===== config.mk =====
export PLATFORM = sky130hd
export DESIGN_NAME = lobm_best
export DESIGN_NICKNAME = d
export VERILOG_FILES = /design/src/rtl/lobm_best.sv
export SDC_FILE = /design/constraint.sdc
export NUM_CORES = 2
export LEC_CHECK = 0
export BUFFER_PORTS_ARGS = -buffer_cell sky130_fd_sc_hd__buf_2
export CELL_PAD_IN_SITES_DETAIL_PLACEMENT = 0
export CELL_PAD_IN_SITES_GLOBAL_PLACEMENT = 1
export CORE_AREA = 4 4 351 353
export CTS_CLUSTER_DIAMETER = 80
export CTS_CLUSTER_SIZE = 20
export DETAILED_ROUTE_END_ITERATION = 12
export DIE_AREA = 0 0 355 357
export PLACE_DENSITY = 0.58
export REMOVE_ABC_BUFFERS = 1
export SYNTH_ARGS = -nofsm -noshare
export SYNTH_HDL_FRONTEND = slang
export SYNTH_SLANG_ARGS = --single-unit

===== constraint.sdc =====
create_clock -name clk -period 2.6 [get_ports clk]
set_input_delay 0.52 -clock clk [delete_from_list [all_inputs] [get_ports clk]]
set_output_delay 0.52 -clock clk [all_outputs]
set_load 0.01 [all_outputs]

===== src/rtl/lobm_best.sv =====
// Non-empty level bitmap of both sides and its two-stage best price search.
// Depends on nothing but its parameter; a write reaches the results through the group and then the output registers.
module lobm_best #(
  parameter int PRICE_LEVELS = 256,
  localparam int PW = $clog2(PRICE_LEVELS),
  localparam int LW = PW + 1
) (
  input  logic          clk,
  input  logic          rst_n,
  input  logic          ne_we,
  input  logic [LW-1:0] ne_idx,
  input  logic          ne_val,
  input  logic [LW-1:0] q_idx,
  output logic          q_ne,
  output logic [PW-1:0] bid_lvl,
  output logic          bid_vld,
  output logic [PW-1:0] ask_lvl,
  output logic          ask_vld
);

  localparam int GB = 4;
  localparam int G  = 1 << GB;
  localparam int NG = (PRICE_LEVELS + G - 1) / G;
  localparam int GW = (NG > 1) ? $clog2(NG) : 1;

  logic [2*PRICE_LEVELS-1:0] ne_r;
  logic [NG*G-1:0]           pad_b, pad_a;
  logic [GW-1:0]             gb_nxt, ga_nxt, gb_r, ga_r;
  logic                      vb_nxt, va_nxt, vb_r, va_r;
  logic [G-1:0]              wb, wa;
  logic [GB-1:0]             bb, ba;

  assign q_ne = ne_r[q_idx];

  always_comb begin
    pad_b = '0;
    pad_a = '0;
    pad_b[PRICE_LEVELS-1:0] = ne_r[PRICE_LEVELS-1:0];
    pad_a[PRICE_LEVELS-1:0] = ne_r[2*PRICE_LEVELS-1:PRICE_LEVELS];
    gb_nxt = '0;
    ga_nxt = '0;
    vb_nxt = 1'b0;
    va_nxt = 1'b0;
    // Bids want the highest group, asks the lowest.
    for (int g = 0; g < NG; g++) begin
      if (|pad_b[g*G +: G]) begin
        gb_nxt = GW'(g);
        vb_nxt = 1'b1;
      end
    end
    for (int g = NG - 1; g >= 0; g--) begin
      if (|pad_a[g*G +: G]) begin
        ga_nxt = GW'(g);
        va_nxt = 1'b1;
      end
    end
  end

  always_comb begin
    wb = pad_b[gb_r*G +: G];
    wa = pad_a[ga_r*G +: G];
    bb = '0;
    ba = '0;
    for (int b = 0; b < G; b++) begin
      if (wb[b]) begin
        bb = GB'(b);
      end
    end
    for (int b = G - 1; b >= 0; b--) begin
      if (wa[b]) begin
        ba = GB'(b);
      end
    end
  end

  always_ff @(posedge clk) begin
    if (!rst_n) begin
      ne_r    <= '0;
      gb_r    <= '0;
      ga_r    <= '0;
      vb_r    <= 1'b0;
      va_r    <= 1'b0;
      bid_lvl <= '0;
      ask_lvl <= '0;
      bid_vld <= 1'b0;
      ask_vld <= 1'b0;
    end else begin
      if (ne_we) begin
        ne_r[ne_idx] <= ne_val;
      end
      gb_r    <= gb_nxt;
      ga_r    <= ga_nxt;
      vb_r    <= vb_nxt;
      va_r    <= va_nxt;
      bid_lvl <= vb_r ? PW'({gb_r, bb}) : '0;
      ask_lvl <= va_r ? PW'({ga_r, ba}) : '0;
      bid_vld <= vb_r;
      ask_vld <= va_r;
    end
  end

endmodule


# Word level (Yosys, flattened, before mapping)

Cells that the tools add are included.
Widths: inputs -> output; s select.

Output and inout bits: 19
Register bits: 540
Logic and storage cells: 163

Mux-type cells: 97
Shifts and indexed selects: 2
Magnitude comparators: 3
Reduce and logical (&&, ||, !) cells: 43
Bitwise logic cells: 2

Operator list:

| kind                | number |
|---|---|
| $bwmux 512          | 1 |
| $reduce_or 16->1    | 32 |
| $shiftx 256x9->16   | 2 |
| $mux 4              | 44 |
| $reduce_or 129->1   | 1 |
| $reduce_or 65->1    | 1 |
| $mux 1              | 38 |
| $reduce_or 33->1    | 1 |
| $mux 3              | 8 |
| $lt 9x10->1 const B | 2 |
| $reduce_or 17->1    | 1 |
| $reduce_or 10->1    | 1 |
| $bmux 1 s9          | 1 |
| $demux 1 s9         | 1 |
| $ge 9x1->1 const B  | 1 |
| $mux 2              | 4 |
| $reduce_or 6->1     | 1 |
| $reduce_and 2->1    | 2 |
| $reduce_or 4->1     | 1 |
| $reduce_or 3->1     | 1 |
| $not 1->1           | 2 |
| $logic_and 1x1->1   | 1 |

# Depth between registers and ports, before layout

Depth in word-level cells: 17
Depth in mapped cells: 10
Mapped depth without buffers: 7

# Worst setup path after synthesis

No wires, ideal clock.

Kind: input to output
Start: input port q_idx[0]
End: output port q_ne
Path slack: -0.130 ns
Data required time: 2.080 ns
Cell stages on the path: 9
Data arrival time: 2.210 ns
Cell sequence: buf_2 -> buf_2 -> mux4_2 -> mux2i_1 -> nand2_1 -> nand3_1 -> nand4_1 -> mux2i_1 -> mux2i_1

Word-level cells in the longest chain between the ends: 2

Ends and longest elaborated chain:

| element                      | RTL line | source |
|---|---|---|
| from (decl)                  | 13       | `input logic [LW-1:0] q_idx,` |
| $bmux 1 s9                   | 33       | `assign q_ne = ne_r[q_idx];` |
| $mux 1 (implied by the code) | 33       |  |
| to (decl)                    | 14       | `output logic q_ne,` |

Every way passes these cells. The select of a mux whose other input is x is not followed.

# Worst setup path after layout

Start: register ne_r[9]
End: output port q_ne

Word-level cells in the longest chain between the ends: 2

Ends and longest elaborated chain:

| element                           | RTL line | source |
|---|---|---|
| from (decl)                       | 26       | `logic [2*PRICE_LEVELS-1:0] ne_r;` |
| from (signal, indexed assignment) | 89       | `ne_r[ne_idx] <= ne_val;` |
| $bmux 1 s9                        | 33       |  |
| $mux 1 (implied by the code)      | 33       |  |

Every way passes these cells. The select of a mux whose other input is x is not followed.

==> flow_summary.rst <==
.. list-table::
   :header-rows: 1

   * - Metric
     - Value
   * - Core ar.
     - between 100000 and 150000 um^2
   * - Fraction of the yosys area taken by sequential cells
     - 36.19%
   * - Fraction of layout cells with a size suffix above 1
     - a little under a third
   * - Met1 track demand over resource
     - approximately a third
   * - Inserted Clock Buffers
     - 37
   * - Final hold violations
     - 0
   * - Buffer levels on the longest clock path
     - 3
   * - Final standard cell utilization of the core
     - between 30% and 40%
   * - Class of the most critical hold timing path
     - input port to flip-flop
   * - First-pass iteration count of the detailed router
     - 5
   * - Initial detailed-routing violation count
     - just over 4000
   * - Worst path cell trace
     - mux4_2, mux2i_4, a211oi_2, nand3_2, nand4_1, mux2i_1, mux2i_2, buf_2
   * - Setup-failing EPs final
     - 5
   * - Unrepaired setup endpoints after global routing
     - yes
   * - Sw Share
     - between 20% and 30%
   * - Distinct cell type count after synthesis
     - 52
   * - Leakage
     - approximately 13 nW
   * - Chip width
     - ~360 um
   * - Endpoint kind of the worst setup timing path
     - output port
   * - Power density over the cells
     - between 400 and 500 nW/um^2
   * - Met3 Track Usage GR
     - ~4.3%
   * - I/O Buffers
     - 40
   * - Clock transition at the register clock pins on the worst setup and hold paths after CTS
     - ~0.090 ns
   * - Number of antenna violations at the first check in global routing
     - 13
   * - Result of the run
     - complete, but fails checks
   * - Post-Syn Area per Cell
     - about 9 um^2
   * - Signed area change from the synthesized netlist to the final layout
     - 27.49%
   * - Slowest stage delay, CP
     - slightly below 0.4 ns
   * - Net switching power
     - around 4.7 mW
   * - Final standard cell count with taps included and fillers excluded
     - about 5300
   * - Number of maximum-capacitance violations
     - 0
   * - Critical Path RT
     - 2.08 ns
   * - Avg WL per Cell
     - roughly 29 um
   * - Vias in the first global route
     - a little under 30000
   * - Violations in the final reports
     - negative setup slack
   * - Global-route total usage across every layer
     - 22.87%
   * - Final count of pins violating max slew
     - 0
   * - Most Used Layer, Global Route
     - met2
   * - Total number of nets in the final design
     - 3665
   * - Combinational fraction of design power
     - a little over a tenth
   * - Total non-filler cell area in the finished layout
     - between 30000 and 40000 um^2
   * - Setup clock skew after layout
     - 0.02671 ns
   * - Cell Area, Synth
     - 29870 um^2
   * - HPWL reported at the end of detailed placement
     - around 100000 um
   * - Clock net sink count
     - 540
   * - Internal power of the cells
     - approximately 12 mW
   * - Tightest Pin Transition
     - just under 0.9 ns
   * - Kind of launch point of the worst setup path
     - flip-flop
   * - Global Route met2 Usage
     - a little over a third
   * - Synthesis-stage register bit count
     - 540
   * - Clock tree from TritonCTS
     - yes
   * - Via density per instance
     - 5.901
   * - Period minus WS final
     - 3.163 ns
   * - Post-CTS Hold Fix Bufs
     - 0
   * - Vias post-DR
     - around 31000
   * - IR Drop Worst-Case VDD
     - between 0.5 and 0.6 mV
   * - Remaining DRCs
     - 0
   * - Largest fanout on the critical path
     - 2
   * - Power share of the sequential group
     - between 40 and 50%
   * - Crit path kind
     - flip-flop to output port
   * - Maximum level of the CTS H-tree
     - 2
   * - Sum of negative setup slack
     - -1.043 ns
   * - Starting Density
     - between 20% and 30%
   * - Slowest CP cell
     - sky130_fd_sc_hd__dfxtp_1
   * - Ys async rst share
     - 0%
   * - Fmax
     - ~0.32 GHz
   * - Wire length of the first global-routing pass
     - 218300 um
   * - Part of the cycle the worst path needs
     - 121.6%
   * - Post-DRT Antenna Nets
     - 0
   * - Global placement routability congestion
     - between 0.9 and 1
   * - Cell count after synthesis
     - between 3000 and 4000
   * - Clock latency on the worst-skew pair
     - between 0.6 and 0.7 ns
   * - Maximum number of pins on one net before global-route repair
     - 148
   * - Root buf cell
     - sky130_fd_sc_hd__clkbuf_16
   * - Number of enable-type register cells in the synthesized netlist
     - 0
   * - Rows
     - approximately 130
   * - Clock network fraction of total power
     - 39.8%
   * - Placed Cells
     - 5189
   * - Boundary pin count
     - a little over 40
   * - Worst rel slew slack
     - a little over two fifths
   * - Full die area
     - ~130000 um^2
   * - Area after DPL
     - 35730 um^2
   * - Worst setup timing slack at the placement stage
     - -0.8117 ns
   * - Ys flop type
     - sky130_fd_sc_hd__dfxtp_1
   * - WP data arrival
     - 2.64 ns
   * - Overall overflow remaining after global route
     - 0
   * - Post-route setup slack
     - -0.5627 ns
   * - Routed WL
     - ~150000 um
   * - Synth warnings
     - 0
   * - Die Height
     - between 300 and 400 um
-- worst paths after layout --
check,startpoint,endpoint,slack [ns],depth (start not counted)
worst max-delay path,ne_r[9],q_ne,-0.56,8
worst min-delay path,ne_val,ne_r[66],0.24,3
worst max register to register,gb_r[0],bid_lvl[1],-0.16,8
worst min register to register,ne_r[139],ne_r[139],0.51,2
-- layout make-up --
cell class	instances	area [um^2]
inverter	5	26.28
fill	12500	81730
timing repair buffer	641	5827
multi-input combinational	2418	18110
clock buffer	44	1005
tap	1612	2017
antenna	5	12.51
sequential	540	10870
clock inverter	15	209.0
-- cell usage in the layout (no fill, tap or decap), drive strengths merged, types with 4 or more instances in the layout --
master | Yosys | final
a211oi | 16 | 16
a21oi | 523 | 523
a22o | 4 | 4
a22oi | 4 | 4
and2 | 4 | 4
and3 | 11 | 11
and4 | 6 | 6
buf | 45 | 635
clkbuf | 322 | 49
clkinv | 1 | 6
dfxtp | 540 | 540
diode | 0 | 5
inv | 4 | 9
mux2i | 35 | 35
mux4 | 278 | 278
nand2 | 74 | 74
nand2b | 12 | 12
nand3 | 539 | 539
nand3b | 4 | 4
nand4 | 36 | 36
nor2 | 106 | 106
nor2b | 18 | 18
nor3 | 15 | 15
nor4 | 135 | 135
o21ai | 538 | 538
o21bai | 4 | 4
o22ai | 16 | 16
or2 | 8 | 8
or3 | 6 | 6
-- stage by stage --
stage | power (mW) | hold slack (ns)
2_1_floorplan | 9.075 | 0.4640
3_3_place_gp | 10.10 | 0.4944
3_5_place_dp | 10.10 | 0.5017
4_1_cts | 16.74 | 0.2131
5_1_grt | 17.11 | 0.2396
6_report | 16.73 | 0.2408
-- kinds of logic (layout without fill, tap and decap cells) --
logic type,count (synthesis),count (layout),share of synthesized area [%]
multiplexers,313,313,22.32
AO/OA/AOI/OAI,1125,1125,19.39
buffers and inverters,372,705,5.270
AND/OR/NAND/NOR,980,980,16.82
flip-flops,540,540,36.19
other,0,5,0
-- worst max-delay path, delay by kind of cell, from the launching register on --
kind,cells,cell delay [ns]
AOI/OAI and AO/OA,1,0.26
buffers and inverters,1,0.21
muxes,4,0.81
DFF,1,0.39
and+or+nand+nor,2,0.35
-- per-layer routing --
metal / vias to the layer above / wire length [um]
met2: 1785 / 67610
met3: 259 / 14940
met1: 15680 / 63410
met5: - / 33
li1: 13420 / -
met4: 6 / 4996
-- cells in the mapped netlist, types with 6 or more instances --
cell	n	area share, %
sky130_fd_sc_hd__a211oi_1	16	0.40
sky130_fd_sc_hd__a21oi_1	523	8.8
sky130_fd_sc_hd__and3_1	11	0.23
sky130_fd_sc_hd__and4_1	6	0.18
sky130_fd_sc_hd__buf_1	7	0.088
sky130_fd_sc_hd__buf_2	19	0.32
sky130_fd_sc_hd__buf_4	7	0.18
sky130_fd_sc_hd__buf_6	10	0.38
sky130_fd_sc_hd__clkbuf_1	320	4.0
sky130_fd_sc_hd__dfxtp_1	540	36
sky130_fd_sc_hd__mux2i_1	35	1.2
sky130_fd_sc_hd__mux4_1	15	1.3
sky130_fd_sc_hd__mux4_2	263	20
sky130_fd_sc_hd__nand2_1	74	0.93
sky130_fd_sc_hd__nand2b_1	12	0.25
sky130_fd_sc_hd__nand3_1	539	9.0
sky130_fd_sc_hd__nand4_1	36	0.75
sky130_fd_sc_hd__nor2_1	104	1.3
sky130_fd_sc_hd__nor2b_1	18	0.38
sky130_fd_sc_hd__nor3_1	15	0.25
sky130_fd_sc_hd__nor4_1	135	2.8
sky130_fd_sc_hd__o21ai_0	536	9.0
sky130_fd_sc_hd__o22ai_1	16	0.34
sky130_fd_sc_hd__or2_2	6	0.13
sky130_fd_sc_hd__or3_1	6	0.13
-- timing repair --
item	in CTS	in global routing
resized for setup	75	115
cloned	4	5
setup endpoints to repair	8	8
pin swaps	17	38
setup buffers	13	9
-- power groups by stage --
| stage | Sequential, mW | Combinational [mW] | Clock (mW) |
|---|---|---|---|
| 2_1_floorplan | 8.55 | 0.529 | 0 |
| 3_3_place_gp | 8.50 | 1.60 | 0 |
| 3_5_place_dp | 8.50 | 1.60 | 0 |
| 4_1_cts | 8.30 | 1.68 | 6.76 |
| 5_1_grt | 8.30 | 1.84 | 6.97 |
| 6_report | 8.29 | 1.78 | 6.65 |
-- flip-flops by register name, summed over array words and instances, names as in the netlist --
name     flops
ga_r         4
ne_r       512
bid_lvl      8
gb_r         4
ask_lvl      8
ask_vld      1
bid_vld      1
va_r         1
vb_r         1
Note: power is estimated with default switching activity, not from simulation.
