### src/rtl/lobm_ram.sv
// Single write port, single read port synchronous memory with a registered read.
// No dependencies.
module lobm_ram #(
  parameter int W = 8,
  parameter int D = 16,
  localparam int AW = (D > 1) ? $clog2(D) : 1
) (
  input  logic          clk,
  input  logic          we,
  input  logic [AW-1:0] waddr,
  input  logic [W-1:0]  wdata,
  input  logic [AW-1:0] raddr,
  output logic [W-1:0]  rdata
);

  logic [W-1:0] mem [D];

  always_ff @(posedge clk) begin
    if (we) begin
      mem[waddr] <= wdata;
    end
    rdata <= mem[raddr];
  end

endmodule

### config.mk
export PLATFORM = sky130hd
export DESIGN_NAME = lobm_ram
export DESIGN_NICKNAME = d
export VERILOG_FILES = /design/src/rtl/lobm_ram.sv
export SDC_FILE = /design/constraint.sdc
export NUM_CORES = 1
export LEC_CHECK = 0
export BUFFER_PORTS_ARGS = -buffer_cell sky130_fd_sc_hd__buf_2
export CAP_MARGIN = 40
export CORE_MARGIN = 3
export CORE_UTILIZATION = 60
export DETAILED_ROUTE_END_ITERATION = 8
export GPL_TIMING_DRIVEN = 0
export PLACE_DENSITY = 0.78
export SLEW_MARGIN = 5
export SYNTH_ARGS = -nofsm -noshare
export SYNTH_HDL_FRONTEND = slang
export SYNTH_SLANG_ARGS = --single-unit
### constraint.sdc
create_clock -name clk -period 2.1 [get_ports clk]
set_clock_uncertainty 0.15 [all_clocks]
set_input_delay 0.105 -clock clk [delete_from_list [all_inputs] [get_ports clk]]
set_output_delay 0.105 -clock clk [all_outputs]
set_load 0.01 [all_outputs]
# [Word-level counts from Yosys, hierarchy flattened]
# Memory sizes are Yosys's and may differ from the RTL's. A register that Yosys moved wholly into a read port is not among the register bits.
# Index checks and enable logic that the tools add are counted.
[totals] regBits=0 mem_bits_rw=128 input_bits=18 out_inout_bits=8 word_cells=3 mem_count=1
[memory_table] memory="mem" depth=16 width=8 rd=1 rd_clocked_by_memory_dff=1 write_ports=1 line_no="16" text="logic [W-1:0] mem [D];"
[op_classes] n_mux=2
[ops] operator="$mux W1" count=2

# [Logic depth before layout (Yosys ltp)]
# Gate-level depths: netlist (run 1).
[logic_depth] ltp_word=2 ltp_mapped=5 ltp_nobuf=3

# [Least setup slack after synthesis (run 1)]
# OpenSTA, ideal clock, no wires.
[synth_path] path_type="in2reg" startpoint="input port waddr[2]" endpoint="memory mem[0][0], enable pin" setup_time_ns=0.383 arrival_time_ns=1.215 required_ns=1.567 setup_slack_ns=0.352 cell_stages=2 path_buffers=0 cell_sequence="or3b_2 > nor3_1"
[synth_rtl] item="from (decl)" line_no="10" text="input logic [AW-1:0] waddr,"
[synth_rtl] item="to (decl)" line_no="16"
# No word-level cell before the write port.

==> run metrics, run 1 <==
sequential power share=0.485; WL/cell=24.5 um; placed cells=362; fin nets=309; Sink Count=136; Worst VDD drop=0.618 mV; routability congestion estimate=0.714; Place WS=0.0879 ns; #FFs+latches synth=136; fmax=0.507 GHz; CTS tree=done; Tot Pwr=6.28 mW; largest net degree at the start of global routing=17; Slew Limit Fails=0; FP Rows=33; Ports=26; Clock Latency Late Sink=0.52 ns; most frequent cells in the layout=128 x edfxtp_1, 30 x buf_2, 18 x mux4_2; commonest non-fill, non-tap cell in the layout=edfxtp_1; Hold/Removal Path Class=primary input to flop; port bufs=24; die height=98.6 um; outcome=completed; Cell variety after synth=19; root buf cell=clkbuf_8; CTS resizes=0; post-route ant nets=0; synthesis-to-layout area growth=19.8%; Syn Inst Count=229; Final Non-Filler Cells=409; Ant. Diodes=0; cell area after placement=5420 um^2; final instance area=6170 um^2; max cap viols=0; Worst-path clk slew=0.06 ns; RSZ-0062 raised after global routing=false; Tot GR Track Use=0.227; final critical-path required period=1.97 ns; Clock power frac=0.464; share of post-route cells with drive strength above 1=0.289; Pint=4.99 mW; H-tree levels=4; Setup crit start kind=flop; maximum clock insertion buffer count=2; P per Cell Area=1020 nW/um^2; Worst Path Arrival=2.22 ns; synthesized area=5150 um^2; vias=2533; crit path max fanout=1; first-pass iteration count of the detailed router=4; Starting Density=0.623; Mapped Nets=247; final hold slack=0.0375 ns; Chip Width=98.6 um; crit path kind=flop to flop; Leak=2.11 nW; Core Area=8260 um^2; Critical Path End Type=flop; DPL Wire Length=5880 um; Post-synth EDFFs=128; die area=9730 um^2; Comb pwr share=0.050; initial antenna violation count=0; Tightest Pin Transition=0.833 ns; Fin. Hold Viols=0; period utilization=0.938; predominant post-synthesis flop cell=edfxtp_1; endpoints failing setup=0; number of global-route vias before repair=2629; initial DRC count=261; DRC viols=0; post-synthesis sequential area ratio=0.778; first-pass GRT wire length=15500 um; CTS buffer count=17; Sw Share=0.206; switching pwr=1.29 mW; aggregate global routing overflow=0; syn_area_per_cell=22.5 um^2; Routed WL=10000 um; setup ws final=0.129 ns; Async S/R FF share, synth=0; DR vias/cell=6.19; number of synthesis warnings=0; Worst EP required=2.35 ns; Slew Limit Headroom=0.442
what timing repair did:
| item | CTS | global route |
|---|---|---|
| buffers inserted | 0 | 0 |
| hold buffers | 15 | 0 |
| endpoints found under the hold margin | 143 | 0 |
| endpoints found under the setup margin | 0 | 0 |
through the flow:
| stage | utilization | setup TNS (ns) |
|---|---|---|
| floorplan | - | 0 |
| global placement | 0.654 | -1.51 |
| detailed placement | 0.657 | 0 |
| CTS | 0.747 | 0 |
| global route | 0.747 | 0 |
| finish | 0.747 | 0 |
layout make-up:
type	instances	area, um^2
plain buffers	10	86.3
clock inverters	14	176
well taps	105	131
flip-flops and latches	136	4000
fillers	434	2090
multi-input cells	83	1060
clock buffers	18	418
repair buffers	43	293
path summary, 6_finish.rpt:
kind,from,endpoint,slack [ns],cells after the start
worst max-delay path,mem[2][0],rdata[0],0.13,4
worst min-delay path,waddr[2],mem[0][6],0.04,3
worst max register to register,mem[2][0],rdata[0],0.13,4
worst min register to register,mem[11][2],rdata[2],0.54,3
synthesized netlist by cell type, types with 2 or more instances:
master           number  area [um^2]
a22oi_1              16          120
buf_2                 3         15.0
buf_6                 3         33.8
clkdlybuf4s25_2       3         30.0
dfxtp_1               8          160
edfxtp_1            128         3840
mux4_1               14          368
mux4_2               18          405
nand2_1               9         33.8
nand2b_1              2         12.5
nand3b_1              2         15.0
nor2_1               13         48.8
nor3_1                4         20.0
per-layer routing:
metal,vias up,track usage,share of wire
li1,1104,-,-
met5,-,0,0
met3,18,0.0495,0.070
met4,0,0.114,0.024
met1,1286,0.318,0.42
met2,125,0.346,0.49
logic make-up (layout without fill, tap and decap cells):
group | count (synthesis) | after routing | synth area share
compound gates | 16 | 16 | 0.0233
flops | 136 | 136 | 0.778
simple gates | 35 | 35 | 0.0318
buf+inv | 10 | 85 | 0.0168
mux | 32 | 32 | 0.150
flip-flops by register name, summed over array words and instances (netlist names):
name	flops
rdata	8
mem	128
critical path, cell delays in order, from the launching register on:
cell and delay, ns:
edfxtp_1 0.37, mux4_1 0.48, dlygate4sd3_1 0.57, a22oi_1 0.20, nand2_1 0.08
power groups by stage:
stage	combinational [mW]	clock, mW	sequential [mW]
after global routing	0.341	3.08	3.05
final	0.316	2.92	3.05
after detailed placement	0.289	0	3.11
after global placement	0.281	0	3.10
after CTS	0.315	2.95	3.05
after floorplan	0.154	0	3.11
Note: power is estimated with default switching activity, not from simulation.
==> run 2: changes to the inputs <==
--- a/config.mk
+++ b/config.mk
@@ -6,12 +6,14 @@
 export NUM_CORES = 1
 export LEC_CHECK = 0
 export BUFFER_PORTS_ARGS = -buffer_cell sky130_fd_sc_hd__buf_2
-export CAP_MARGIN = 40
+export CAP_MARGIN = 20
+export CELL_PAD_IN_SITES_DETAIL_PLACEMENT = 0
+export CELL_PAD_IN_SITES_GLOBAL_PLACEMENT = 1
 export CORE_MARGIN = 3
-export CORE_UTILIZATION = 60
+export CORE_UTILIZATION = 53
 export DETAILED_ROUTE_END_ITERATION = 8
-export GPL_TIMING_DRIVEN = 0
-export PLACE_DENSITY = 0.78
+export GPL_TIMING_DRIVEN = 1
+export PLACE_DENSITY_LB_ADDON = 0.1
 export SLEW_MARGIN = 5
 export SYNTH_ARGS = -nofsm -noshare
 export SYNTH_HDL_FRONTEND = slang
==> run 2 against run 1 <==
Net effect: sequential cell count stayed put; via count shrank 3.0%; critical path depth increased by 1; cell count increased by 6.8%; first-iteration DRC count decreased by 38%; total power rose by 2.0%; hold slack lost 0.0091 ns; largest cell class unchanged; largest power group is now clock.
==> run metrics, run 2 (same netlist as run 1, synthesis figures left out) <==
CTS Hold Buffers Added=13; Multi-input gate area=1060 um^2; Tightest Pin Transition=0.602 ns; Slowest-stage cell, CP=dlygate4sd3_1; commonest non-fill, non-tap cell in the layout=edfxtp_1; setup TNS=0 ns; initial DRC count=161; worst r2r dst=rdata[4]; aggregate global routing overflow=0; cell family contributing the most delay on the critical path=buffers and inverters; crit-path max cell delay=0.57 ns; Hold EP=mem[5][2]; number of global-route vias before repair=2626; Buf+Inv Stages, Crit Path=4; Core Area=9330 um^2; Worst-path clk slew=0.06 ns; R2R setup slack=0.62 ns; Sink Count=136; die area=10900 um^2; Cell Chain, Critical Path=dlygate4sd3_1 > buf_2 > nor3_1 > dlygate4sd3_1 > buf_4; Tot Pwr=6.41 mW; Filler cells=610; fin nets=313; largest net degree at the start of global routing=33; register area=4000 um^2; Ports=26; initial antenna violation count=0; Worst Path Arrival=1.72 ns; synthesis-to-layout area growth=21.8%; placed cells=392; Fin. Hold Viols=0; crit-path most repeated cell=dlygate4sd3_1; Setup Fix Bufs, Post-CTS=0; Ant. Diodes=0; worst hold path depth=3; R2R Path Start=mem[10][4]; outcome=completed; Worst VDD drop=0.539 mV; H-tree levels=4; Critical Path End Type=flop; FP Rows=35; Starting Density=0.552; final hold slack=0.0285 ns; P per Cell Area=1020 nW/um^2; max FFs per register=128; first-pass GRT wire length=14800 um; Setup crit start kind=primary input; period utilization=0.789; CTS resizes=0; R2R depth=3; crit path max fanout=8; Tot GR Track Use=0.189; Hold Crit Start=waddr[2]; port bufs=25; DPL Wire Length=5800 um; Largest regs=mem x128, rdata x8; post-route ant nets=0; Chip Width=105 um; most frequent cells in the layout=128 x edfxtp_1, 25 x buf_2, 18 x mux4_2; Clock Latency Late Sink=0.51 ns; share of post-route cells with drive strength above 1=0.308; DR vias/cell=5.62; Leak=2.16 nW; Hold/Removal Path Class=primary input to flop; fmax=0.604 GHz; Layout Utilization=0.672; first-pass iteration count of the detailed router=4; crit path from=waddr[1]; Worst EP required=2.17 ns; vias=2458; Routed WL=9280 um; Top reg by flops=mem; Final Non-Filler Cells=437; crit path kind=primary input to flop; CTS buffer count=17; final critical-path required period=1.66 ns; die height=105 um; endpoints failing setup=0; routability congestion estimate=0.753; RSZ-0062 raised after global routing=false; maximum clock insertion buffer count=2; max cap viols=0; root buf cell=clkbuf_8; CTS tree=done; Slew Limit Fails=0; Slew Limit Headroom=0.597; WL/cell=21.2 um; DRC viols=0
-- run 2: cell type report --
class | instances | area share
clock buffer | 18 | 0.0682
tap | 129 | 0.0257
clock inverter | 14 | 0.0315
timing repair buffer | 57 | 0.0674
sequential | 136 | 0.638
multi-input combinational | 83 | 0.169
-- run 2: stage by stage --
step                      worst slack, ns  instance area (um^2)
after floorplan                     0.352                  5150
after global placement              0.371                  5520
after detailed placement            0.385                  5520
after CTS                           0.483                  6270
after global routing                0.390                  6270
final                               0.443                  6270
-- run 2: worst max path at each step --
stage / endpoint / slack, ns / cells after the start
floorplan: mem[0][0] / 0.35 / 2
global placement: rdata[4] / 0.37 / 5
detailed placement: rdata[4] / 0.38 / 5
CTS: mem[0][6] / 0.48 / 5
global route: mem[0][6] / 0.39 / 5
finish: mem[0][6] / 0.44 / 5
-- run 2: power breakdown --
part,switching (mW),internal [mW],leakage (nW),total (mW)
logic,0.161,0.137,0.637,0.298
clock network,1.09,1.97,0.302,3.06
registers,0.0162,3.03,1.22,3.05
-- run 2: tightest hold or removal path: cells and delay by family --
family | cells | cell delay, ns
buffers and inverters | 1 | 0.12
AND/OR/NAND/NOR | 2 | 0.27
-- run 2: metal layers --
layer  track usage  part of all wire  vias to the layer above
met5             0                 0                        -
met4        0.0703            0.0094                        0
met3        0.0500             0.059                        8
met2         0.292              0.48                       89
met1         0.265              0.45                     1249
li1              -                 -                     1112
==> run 3: changes to the inputs <==
--- a/config.mk
+++ b/config.mk
@@ -5,12 +5,13 @@
 export SDC_FILE = /design/constraint.sdc
 export NUM_CORES = 1
 export LEC_CHECK = 0
+export ABC_AREA = 1
 export BUFFER_PORTS_ARGS = -buffer_cell sky130_fd_sc_hd__buf_2
 export CAP_MARGIN = 20
 export CELL_PAD_IN_SITES_DETAIL_PLACEMENT = 0
 export CELL_PAD_IN_SITES_GLOBAL_PLACEMENT = 1
 export CORE_MARGIN = 3
-export CORE_UTILIZATION = 53
+export CORE_UTILIZATION = 44
 export DETAILED_ROUTE_END_ITERATION = 8
 export GPL_TIMING_DRIVEN = 1
 export PLACE_DENSITY_LB_ADDON = 0.1
==> constraint.sdc (replaced) <==
create_clock -name clk -period 1.5 [get_ports clk]
set_clock_uncertainty 0.15 [all_clocks]
set_input_delay 0.075 -clock clk [delete_from_list [all_inputs] [get_ports clk]]
set_output_delay 0.075 -clock clk [all_outputs]
set_load 0.01 [all_outputs]
==> run 3 against run 2 <==
Net effect: synthesized area up 12%; non-clock buffer count grew 6; wire length is 45% higher; clock-buffer cell count up 11; sequential power grew 40%; worst setup slack worse by 0.26 ns; first-iteration DRC count up 83%; critical path type unchanged; critical endpoint is now mem[5][1]; highest routed layer unchanged.
==> run metrics, run 3 <==
endpoints failing setup=0; port bufs=25; number of global-route vias before repair=3561; Layout Utilization=0.538; Hold/Removal Path Class=primary input to flop; synthesized area=5770 um^2; fin nets=627; commonest non-fill, non-tap cell in the layout=nand2_1; Critical Path End Type=flop; Worst-path clk slew=0.05 ns; DR vias/cell=4.73; fmax=0.758 GHz; max FFs per register=128; sequential power share=0.499; top-count cell post-synth=nand2_1; Leak=2.99 nW; cell taking the most area after synthesis=edfxtp_1; Setup crit start kind=primary input; Tightest Pin Transition=0.416 ns; H-tree levels=4; outcome=completed; Slew Limit Headroom=0.723; P per Cell Area=1250 nW/um^2; RSZ-0062 raised after global routing=false; Cell variety after synth=12; Clock Latency Late Sink=0.41 ns; Routed WL=13400 um; CTS buffer count=17; period utilization=0.879; die area=14500 um^2; #FFs+latches synth=136; routability congestion estimate=0.846; max cap viols=0; Chip Width=120 um; Worst EP required=1.47 ns; Comb pwr share=0.067; most frequent cells in the layout=173 x nand2_1, 128 x edfxtp_1, 100 x inv_1; setup ws final=0.181 ns; WL/cell=16.9 um; Fin. Hold Viols=0; Ant. Diodes=0; switching pwr=1.80 mW; top cell type's share of synthesized area=0.667; Sw Share=0.210; final instance area=6850 um^2; Cell Chain, Critical Path=dlygate4sd3_1 > buf_2 > nand3b_1 > nor2_1 > buf_4; crit path max fanout=8; Sink Count=136; Pint=6.77 mW; initial antenna violation count=0; synthesis-to-layout area growth=18.8%; Worst Path Arrival=1.28 ns; die height=120 um; root buf cell=clkbuf_16; Largest regs=mem x128, rdata x8; Syn Inst Count=551; post-route ant nets=0; Slowest-stage cell, CP=dlygate4sd3_1; largest cells by area after synthesis=edfxtp_1 67%, nand2_1 11%, nand3_1 8.4%; Ports=26; Top reg by flops=mem; Tot GR Track Use=0.200; first-pass iteration count of the detailed router=4; FP Rows=41; final critical-path required period=1.32 ns; Mapped Nets=569; Slew Limit Fails=0; Filler cells=1167; share of post-route cells with drive strength above 1=0.129; Core Area=12700 um^2; number of synthesis warnings=0; DPL Wire Length=8640 um; post-synthesis sequential area ratio=0.694; largest net degree at the start of global routing=44; first-pass GRT wire length=21000 um; setup TNS=0 ns; Worst VDD drop=0.685 mV; crit path kind=primary input to flop; Synth top cells by count=173 x nand2_1, 128 x edfxtp_1, 100 x inv_1; cell area after placement=6210 um^2; Post-synth EDFFs=128; Starting Density=0.453; Multi-input gate area=1210 um^2; vias=3756; syn_area_per_cell=10.5 um^2; Clock power frac=0.433; Async S/R FF share, synth=0; crit-path max cell delay=0.52 ns; CTS tree=done; aggregate global routing overflow=0; DRC viols=0; predominant post-synthesis flop cell=edfxtp_1; initial DRC count=295; Place WS=0.132 ns; register area=4000 um^2; final hold slack=0.0207 ns; maximum clock insertion buffer count=2
-- run 3: kinds of logic (layout without fill, tap and decap cells) --
logic type    Yosys count  count (layout)  share of synthesized area
buf+inv               126             197                     0.0952
simple gates          289             289                      0.210
flops                 136             136                      0.694
-- run 3: cell type report --
type	count	area share
Timing Repair Buffer	63	0.0727
Inverter	102	0.0559
Tap cell	172	0.0314
Clock buffer	29	0.0760
Clock inverter	3	0.00219
Multi-Input combinational cell	289	0.177
Sequential cell	136	0.585
-- run 3: stage by stage --
step           instances  power [mW]
5_1_grt              794        8.90
3_3_place_gp         752        4.92
4_1_cts              794        8.66
2_1_floorplan        551        4.66
6_report             794        8.57
3_5_place_dp         752        4.92
-- run 3: layer usage --
metal,vias up,GRT usage,routed length [um]
li1,1889,-,-
met1,1758,0.290,6300
met2,92,0.297,6280
met3,17,0.0426,663
met4,0,0.0786,204
met5,-,0,0
-- run 3: power groups by stage --
| stage | Combinational, mW | Clock, mW | Sequential (mW) |
|---|---|---|---|
| final | 0.577 | 3.71 | 4.28 |
| after global routing | 0.644 | 3.98 | 4.28 |
| after CTS | 0.588 | 3.79 | 4.28 |
| after detailed placement | 0.565 | 0 | 4.36 |
| after global placement | 0.563 | 0 | 4.36 |
| after floorplan | 0.300 | 0 | 4.36 |
-- run 3: critical path, delay by kind of cell --
family                 cells  cell delay, ns
and+or+nand+nor            2            0.34
buffers and inverters      3            0.86
-- run 3: final timing paths --
kind         startpoint        end  slack (ns)  cells after the start
max reg2reg   mem[9][2]   rdata[2]        0.32                      6
max                  we  mem[5][1]        0.18                      5
min            waddr[3]  mem[3][3]        0.02                      4
min reg2reg   mem[2][1]   rdata[1]        0.52                      6
-- run 3: what timing repair did --
item	CTS	global route
hold endpoints to repair	137	0
hold buffers	10	0
setup buffers	0	0
resized for setup	0	0
setup endpoints to repair	0	0
